$ cat config.mk
export PLATFORM = sky130hd
export DESIGN_NAME = dug_ram
export DESIGN_NICKNAME = d
export VERILOG_FILES = /design/src/rtl/dug_ram.sv
export SDC_FILE = /design/constraint.sdc
export NUM_CORES = 1
export LEC_CHECK = 0
export BUFFER_PORTS_ARGS = -buffer_cell sky130_fd_sc_hd__buf_2
export CAP_MARGIN = 40
export CORE_ASPECT_RATIO = 0.9
export CORE_MARGIN = 4
export CORE_UTILIZATION = 31
export CTS_BUF_LIST = sky130_fd_sc_hd__clkbuf_16
export CTS_CLUSTER_DIAMETER = 100
export DETAILED_ROUTE_END_ITERATION = 6
export PLACE_DENSITY = 0.58
export REMOVE_ABC_BUFFERS = 1
export SLEW_MARGIN = 25
export SYNTH_ARGS = -nofsm -noshare
export SYNTH_HDL_FRONTEND = slang
export SYNTH_SLANG_ARGS = --single-unit
$ cat constraint.sdc
create_clock -name clk -period 1.7 [get_ports clk]
set_clock_uncertainty 0.15 [all_clocks]
set_input_delay 0.085 -clock clk [delete_from_list [all_inputs] [get_ports clk]]
set_output_delay 0.085 -clock clk [all_outputs]
set_load 0.02 [all_outputs]
$ cat src/rtl/dug_ram.sv
// Generic single-port-write, registered-read RAM.
`timescale 1ns / 1ps
module dug_ram #(
	parameter int Width = 8,
	parameter int Depth = 8
) (
	input  logic                     clk,
	input  logic                     we,
	input  logic [$clog2(Depth)-1:0] waddr,
	input  logic [Width-1:0]         wdata,
	input  logic [$clog2(Depth)-1:0] raddr,
	output logic [Width-1:0]         rdata
);
	logic [Width-1:0] mem [Depth];
	always_ff @(posedge clk) begin
		if (we) mem[waddr] <= wdata;
		rdata <= mem[raddr];
	end
endmodule

==> results of run 1 <==
-- worst paths after layout --
check                           slack [ns]        to
worst min register to register        0.52  rdata[0]
worst max register to register        0.29  rdata[1]
worst min-delay path                  0.06  rdata[5]
worst max-delay path                  0.29  rdata[1]
-- stage by stage --
stage                     total power (W)  setup slack [ns]
after floorplan                  0.002159            0.3045
after global placement           0.002260            0.2436
after detailed placement         0.002274            0.2184
after CTS                        0.003866            0.2726
after global routing             0.003968            0.2548
final                            0.003809            0.2879
-- Yosys cell counts, types with 2 or more instances --
library cell,n,share of area
edfxtp_1,64,0.71
mux4_1,15,0.15
dfxtp_1,8,0.060
mux2_2,8,0.033
nor2_1,6,0.0084
nand2b_1,3,0.0070
nand2_1,2,0.0028
nor3_1,2,0.0037
-- layer usage --
| layer | global-route usage | up-vias | part of all wire |
|---|---|---|---|
| met5 | 0 | - | 0 |
| met4 | 0.05070 | 0 | 0.016 |
| met3 | 0.04053 | 9 | 0.056 |
| met2 | 0.1762 | 33 | 0.51 |
| met1 | 0.1173 | 647 | 0.42 |
| li1 | - | 574 | - |
-- worst max-delay path: stages (launching register included) --
cell	delay, ns
edfxtp_1	0.36
mux4_1	0.52
mux2_2	0.27
-- timing repair --
| item | 4_1_cts | 5_1_grt |
|---|---|---|
| hold buffers | 8 | 0 |
| hold endpoints to repair | 64 | 0 |
| setup endpoints to repair | 0 | 0 |
-- sequential cells by signal, indices dropped and copies added (netlist names) --
signal	cells
rdata	8
mem	64
-- cell usage in the layout (no fill, tap or decap) --
cell type and instances:
buf_4 8, dfxtp_1 8, clkbuf_16 9, clkinv_1 2
dlygate4sd3_1 8, buf_2 23, nand2b_1 3, edfxtp_1 64
nor2_1 6, mux2_2 8, mux4_2 1, nor3_1 2
inv_1 2, clkinvlp_4 2, nand2_1 2, buf_12 1
mux4_1 15
-- cells by family (layout without fill, tap and decap cells) --
kind of cell	count (synthesis)	count (layout)	synth area share
flip-flops	72	72	0.7736
multiplexers	24	24	0.1883
AND/OR/NAND/NOR	13	13	0.02185
buffers and inverters	5	55	0.01627
-- report_power, final --
group	leakage, nW	internal [W]	switching (W)	total, W
sequential	0.649	0.00200	0.0000150	0.00202
combinational	0.393	0.000112	0.000118	0.000231
clock	0.125	0.000954	0.000608	0.00156
-- area by class of cell --
class | instances | area [µm²]
well taps | 115 | 143.9
clock buffers | 9 | 225.2
fillers | 751 | 4940
clock inverters | 6 | 30.03
multi-input cells | 37 | 565.5
repair buffers | 40 | 275.3
flip-flops and latches | 72 | 2082
==> impl_metrics.json, run 1 <==
{
  "clock_path_buffers": 2,
  "seq_area_frac_synth": 0.7736,
  "start_util": 0.3258,
  "vias": 1263,
  "rows": 31,
  "cts_sinks": 72,
  "power.density_nw_per_um2": 1147,
  "die_h_um": 96.40,
  "worstReg2RegStart": "mem[3][1]",
  "design_area_um2": 3322,
  "syn_area_per_cell_um2": 23.61,
  "ys_types": 14,
  "clk_pin_slew_worst_paths_ns": 0.05,
  "dp_hpwl_mm": 2.961,
  "maxSlewViolCount": 0,
  "antenna_found_initial": 0,
  "crit_path_start": "mem[3][1]",
  "min_period_ns": 1.412,
  "place_area_um2": 2987,
  "worst-path-max-fanout": 1,
  "crit_arrival_ns": 1.47,
  "maxCapViolations": 0,
  "fmax_ghz": 0.7082,
  "cp-start-kind": "flip-flop",
  "tightest_slew_ns": 0.3801,
  "wl_per_cell_um": 16.87,
  "io_pins": 24,
  "finalNonFillerCells": 279,
  "hold_start": "raddr[1]",
  "cts_setup_buffers": 0,
  "hold_ws_ns": 0.06429,
  "grt-ovfl-total": 0,
  "ctsResizeCount": 0,
  "timing.setup.tns_ns": 0,
  "hold_violations": 0,
  "ant_nets": 0,
  "cts.htree.levels": 3,
  "track_usage": 0.1043,
  "final_util": 0.4021,
  "area_growth_syn_to_layout_pct": 23.43,
  "coreArea_um2": 8262,
  "synth_area_um2": 2691,
  "vias_per_cell": 4.527,
  "cts_tree": "yes",
  "die_w_um": 106.2,
  "drive_above_1_share": 0.3171,
  "synth_edf_count": 64,
  "synth_ff_type": "edfxtp_1",
  "io_buffers": 23,
  "p_leak_nw": 1.167,
  "drt-initial-drc-count": 81,
  "finalCritPeriodShare": 0.8306,
  "outcome": "completed",
  "worstSetupPathType": "reg -> reg",
  "cts_buffers": 9,
  "firstDrtPassIters": 4,
  "dieArea_um2": 10240,
  "reg2reg_depth": 2,
  "dp.cells": 256,
  "peakVddDrop_mv": 0.3677,
  "ys_warn_count": 0,
  "critPathRequiredTime_ns": 1.75,
  "synthArstFlopShare": 0,
  "yosys_register_bits": 72,
  "diodes": 0,
  "setup_viol": 0,
  "grt_max_degree": 17,
  "rsz0062_at_grt": "no",
  "syn_inst": 114,
  "grt_pass1_wl_mm": 7.403,
  "relSlewSlack": 0.7466,
  "globalplace.congestion": 0.6512,
  "clk_latency_ns": 0.32,
  "drt_wl_total_mm": 4.706,
  "worst_setup_path_end_kind": "flip-flop",
  "drc": 0,
  "fin_nets": 176,
  "grt_pass1_vias": 1364,
  "min_path_type": "in -> reg",
  "clock-root-buffer": "clkbuf_16",
  "min_path_cells": 2
}
No activity file was read; power rests on OpenSTA's default activity.
==> run 2, diff against run 1 <==
Clock period 1.7 ns to 1.3 ns, I/O delays scaled along.
==> run 2 against run 1 <==
  * The run now ends with negative setup slack left
  * Setup slack got worse by 0.39 ns
  * Sequential share of layout area is 0.24 points lower
  * Cell count is 0.72% higher
  * Total power is 39% higher
  * Register-to-register slack worse by 0.39 ns
  * Sequential power grew 31%
  * Final area rose by 0.38%
  * Critical path type unchanged
  * Largest power group unchanged
  * Highest routed layer unchanged
==> impl_metrics.json, run 2 (synthesis results as in run 1) <==
{
  "grt_max_degree": 17,
  "p_sw_frac": 0.1965,
  "p_sw_w": 0.001038,
  "drt_wl_total_mm": 5.030,
  "maxSlewViolCount": 0,
  "coreArea_um2": 8262,
  "drc": 0,
  "cpMaxStageDelayCell": "mux4_2",
  "worstSetupPathType": "reg -> reg",
  "grtUsageMet3": 0.03654,
  "diodes": 0,
  "cp-start-kind": "flip-flop",
  "vias": 1252,
  "power.density_nw_per_um2": 1585,
  "max_stage_delay_ns": 0.47,
  "dp_hpwl_mm": 2.932,
  "worst_setup_path_end_kind": "flip-flop",
  "top_usage_layer": "met2",
  "tightest_slew_ns": 0.2936,
  "comb_power_share": 0.062,
  "vias_per_cell": 4.456,
  "crit_arrival_ns": 1.46,
  "drive_above_1_share": 0.4277,
  "clk_latency_ns": 0.32,
  "io_buffers": 23,
  "violations": "negative setup slack",
  "pwr-share-seq": 0.500,
  "globalplace.congestion": 0.6515,
  "grt_pass1_wl_mm": 8.017,
  "dp_slack_ns": -0.1693,
  "clock_path_buffers": 2,
  "grt_use_met2": 0.1846,
  "clockPowerShare": 0.438,
  "crit_buf_inv": 0,
  "track_usage": 0.1120,
  "outcome": "complete, but fails checks",
  "dieArea_um2": 10240,
  "cts_sinks": 72,
  "dp.cells": 257,
  "die_h_um": 96.40,
  "io_pins": 24,
  "layout_common_cells": "edfxtp_1 (64), buf_2 (23), mux4_2 (16), clkbuf_16 (9)",
  "area_growth_syn_to_layout_pct": 23.90,
  "rsz0062_at_grt": "yes",
  "critPathRequiredTime_ns": 1.36,
  "largest_reg_flops": 64,
  "final_common_cell": "edfxtp_1",
  "relSlewSlack": 0.8043,
  "fmax_ghz": 0.7153,
  "grt_pass1_vias": 1401,
  "min_path_type": "in -> reg",
  "cts_tree": "yes",
  "clk_pin_slew_worst_paths_ns": 0.05,
  "peakVddDrop_mv": 0.4943,
  "internal-power_w": 0.004246,
  "path_delay_family": "multiplexers",
  "final_util": 0.4036,
  "cts_setup_buffers": 0,
  "finalCritPeriodShare": 1.075,
  "fin_ws_ns": -0.09795,
  "clock-root-buffer": "clkbuf_16",
  "regMostFlops": "mem",
  "maxCapViolations": 0,
  "rows": 31,
  "min_period_ns": 1.398,
  "min_path_cells": 2,
  "reg2reg_depth": 2,
  "crit_cells": 2,
  "fin_nets": 177,
  "worst-path-max-fanout": 1,
  "wl_per_cell_um": 17.90,
  "reg_top3": "mem (64), rdata (8)",
  "timing.setup.tns_ns": -0.5745,
  "hold_violations": 0,
  "p_leak_nw": 1.151,
  "ant_nets": 0,
  "antenna_found_initial": 0,
  "firstDrtPassIters": 4,
  "start_util": 0.3258,
  "die_w_um": 106.2,
  "drt-initial-drc-count": 126,
  "setup_viol": 8,
  "finalNonFillerCells": 281,
  "path_cells": "mux4_2 -> mux2_2",
  "cts.htree.levels": 3,
  "grt-ovfl-total": 0,
  "cts_buffers": 9,
  "grtUsageMet1": 0.1319
}
## run 2: changes by cell type in the layout (fill, tap and decap cells not counted), sizes merged
cell      delta
clkinvlp     -1
clkinv       +2
inv          -1
bufinv       +1
buf          +1
## run 2: through the flow
step | cell area [µm²] | total power (W) | hold WS, ns
floorplan | 2648 | 0.002823 | 0.01387
global placement | 3007 | 0.002963 | 0.1687
detailed placement | 3007 | 0.002980 | 0.1899
CTS | 3327 | 0.005338 | 0.03622
global route | 3334 | 0.005501 | 0.03910
finish | 3334 | 0.005284 | 0.04310
## run 2: worst paths after layout
check	to	startpoint	slack [ns]
hold reg to reg	rdata[1]	mem[4][1]	0.53
setup reg to reg	rdata[5]	mem[0][5]	-0.1
hold / removal	rdata[1]	raddr[1]	0.04
setup / recovery	rdata[5]	mem[0][5]	-0.1
## run 2: layer usage
layer / vias up / part of all wire
met4: 0 / 0.019
met1: 655 / 0.44
li1: 560 / -
met2: 28 / 0.50
met5: - / 0
met3: 9 / 0.042
## run 2: worst register-to-register path: stages (launching register included)
cell,delay [ns]
edfxtp_1,0.39
mux4_2,0.48
mux2_2,0.27
## run 2: final cells by class
class	instances	area, µm²
Clock buffer	9	225.2
Clock inverter	7	63.81
Fill cell	747	4927
Multi-Input combinational cell	37	524.3
Sequential cell	72	2082
Tap cell	115	143.9
Timing Repair Buffer	41	295.3
## run 2: repair_timing
action / 4_1_cts / 5_1_grt
endpoints found under the setup margin: 8 / 8
endpoints found under the hold margin: 64 / 0
hold buffers: 8 / 0
gates resized for setup: 15 / 4
## run 2: power groups by stage
stage          clock (W)  combinational [W]  sequential, W
6_report         0.00231           0.000330        0.00264
5_1_grt          0.00250           0.000358        0.00265
4_1_cts          0.00237           0.000328        0.00264
3_5_place_dp           0           0.000296        0.00268
3_3_place_gp           0           0.000285        0.00268
2_1_floorplan          0           0.000111        0.00271
==> run 3, diff against run 2 <==
Settings changed: PLACE_DENSITY 0.58 to default, PLACE_DENSITY_LB_ADDON from default to 0.12, REMOVE_ABC_BUFFERS 1 to default.
==> run 3 against run 2 <==
  * The flow still finishes with violations (negative setup slack)
  * Fmax grew 0.67%
  * Setup slack gained 0.0093 ns
  * Largest cell class unchanged
  * Via count shrank 1.3%
==> impl_metrics.json, run 3 (synthesis results as in run 1) <==
{
  "vias": 1236,
  "maxCapViolations": 0,
  "fin_ws_ns": -0.08861,
  "diodes": 0,
  "clk_latency_ns": 0.33,
  "syn-num-nets": 130,
  "min_period_ns": 1.389,
  "relSlewSlack": 0.8100,
  "final_util": 0.4075,
  "wl_per_cell_um": 17.83,
  "fmax_ghz": 0.7201,
  "drt-initial-drc-count": 38,
  "hold_violations": 0,
  "hold_start": "raddr[1]",
  "track_usage": 0.1112,
  "coreArea_um2": 8262,
  "p_leak_nw": 1.167,
  "cts_setup_buffers": 0,
  "rsz0062_at_grt": "yes",
  "grt-ovfl-total": 0,
  "start_util": 0.3258,
  "clock_path_buffers": 2,
  "worstReg2RegStart": "mem[6][1]",
  "maxSlewViolCount": 0,
  "crit_path_start": "mem[6][1]",
  "layout_common_cells": "edfxtp_1 (64), buf_2 (23), mux4_2 (16), clkbuf_16 (9), buf_4 (9)",
  "dp_hpwl_mm": 3.161,
  "antenna_found_initial": 0,
  "finalCritPeriodShare": 1.068,
  "grt_pass1_vias": 1368,
  "cts_sinks": 72,
  "largest_reg_flops": 64,
  "setup_viol": 8,
  "dp.cells": 259,
  "io_pins": 24,
  "regMostFlops": "mem",
  "dp_slack_ns": -0.1600,
  "cts_buffers": 9,
  "outcome": "complete, but fails checks",
  "reg_top3": "mem (64), rdata (8)",
  "cts.htree.levels": 3,
  "grt_pass1_wl_mm": 7.900,
  "worst-path-max-fanout": 1,
  "clock-root-buffer": "clkbuf_16",
  "cp-start-kind": "flip-flop",
  "final_common_cell": "edfxtp_1",
  "crit_arrival_ns": 1.46,
  "reg2reg_depth": 2,
  "die_h_um": 96.40,
  "area_growth_syn_to_layout_pct": 25.10,
  "min_path_type": "in -> reg",
  "drt_wl_total_mm": 5.045,
  "grt_max_degree": 17,
  "worst_setup_path_end_kind": "flip-flop",
  "tightest_slew_ns": 0.2850,
  "critPathRequiredTime_ns": 1.37,
  "firstDrtPassIters": 4,
  "finalNonFillerCells": 283,
  "io_buffers": 23,
  "rows": 31,
  "hold-path-endpoint": "rdata[2]",
  "peakVddDrop_mv": 0.5217,
  "globalplace.congestion": 0.6766,
  "worstSetupPathType": "reg -> reg",
  "cts_tree": "yes",
  "clk_pin_slew_worst_paths_ns": 0.05,
  "ant_nets": 0,
  "drive_above_1_share": 0.4405,
  "fin_nets": 179,
  "violations": "negative setup slack",
  "die_w_um": 106.2,
  "worstReg2RegEnd": "rdata[1]",
  "min_path_cells": 2,
  "power.density_nw_per_um2": 1578,
  "drc": 0,
  "reg2reg_slack_ns": -0.09,
  "dieArea_um2": 10240,
  "vias_per_cell": 4.367,
  "timing.setup.tns_ns": -0.5551
}
## run 3: cell types whose count changed in the layout (fill, tap and decap cells not counted), sizes merged
cell / delta
buf: +2
## run 3: how the worst max path moves through the flow
stage                     endpoint  slack (ns)
after floorplan           rdata[1]       -0.05
after global placement    rdata[3]       -0.16
after detailed placement  rdata[0]       -0.16
after CTS                 rdata[0]       -0.08
after global routing      rdata[2]       -0.12
final                     rdata[1]       -0.09
## run 3: through the flow
step / hold WS, ns / area [µm²] / total power (W)
floorplan: 0.01387 / 2700 / 0.002853
global placement: 0.1738 / 3039 / 0.002980
detailed placement: 0.2003 / 3039 / 0.002992
CTS: 0.03808 / 3363 / 0.005377
global route: 0.04504 / 3367 / 0.005514
finish: 0.03803 / 3367 / 0.005312
## run 3: cell type report
type	count	area (µm²)
multi-input combinational	37	529.3
fill	753	4895
timing repair buffer	43	322.8
clock inverter	7	63.81
sequential	72	2082
clock buffer	9	225.2
tap	115	143.9
## run 3: per-layer routing
layer	routed length, µm	up-vias	global-route usage
li1	-	565	-
met1	2144	631	0.1311
met2	2519	28	0.1793
met3	285	12	0.04385
met4	96	0	0.05502
met5	0	-	0
## run 3: report_power, final
| group | internal, W | switching, W |
|---|---|---|
| logic | 0.000173 | 0.000166 |
| registers | 0.00261 | 0.0000226 |
| clock network | 0.00146 | 0.000871 |
## run 3: worst max-delay path: stages, from the launching register on
cell	delay, ns
edfxtp_1	0.38
mux4_2	0.48
mux2_4	0.26
## run 3: repair_timing
action,in CTS,in global routing
hold buffers,8,0
endpoints found under the hold margin,64,0
cloned,0,0
setup endpoints to repair,8,8
gates resized for setup,18,1
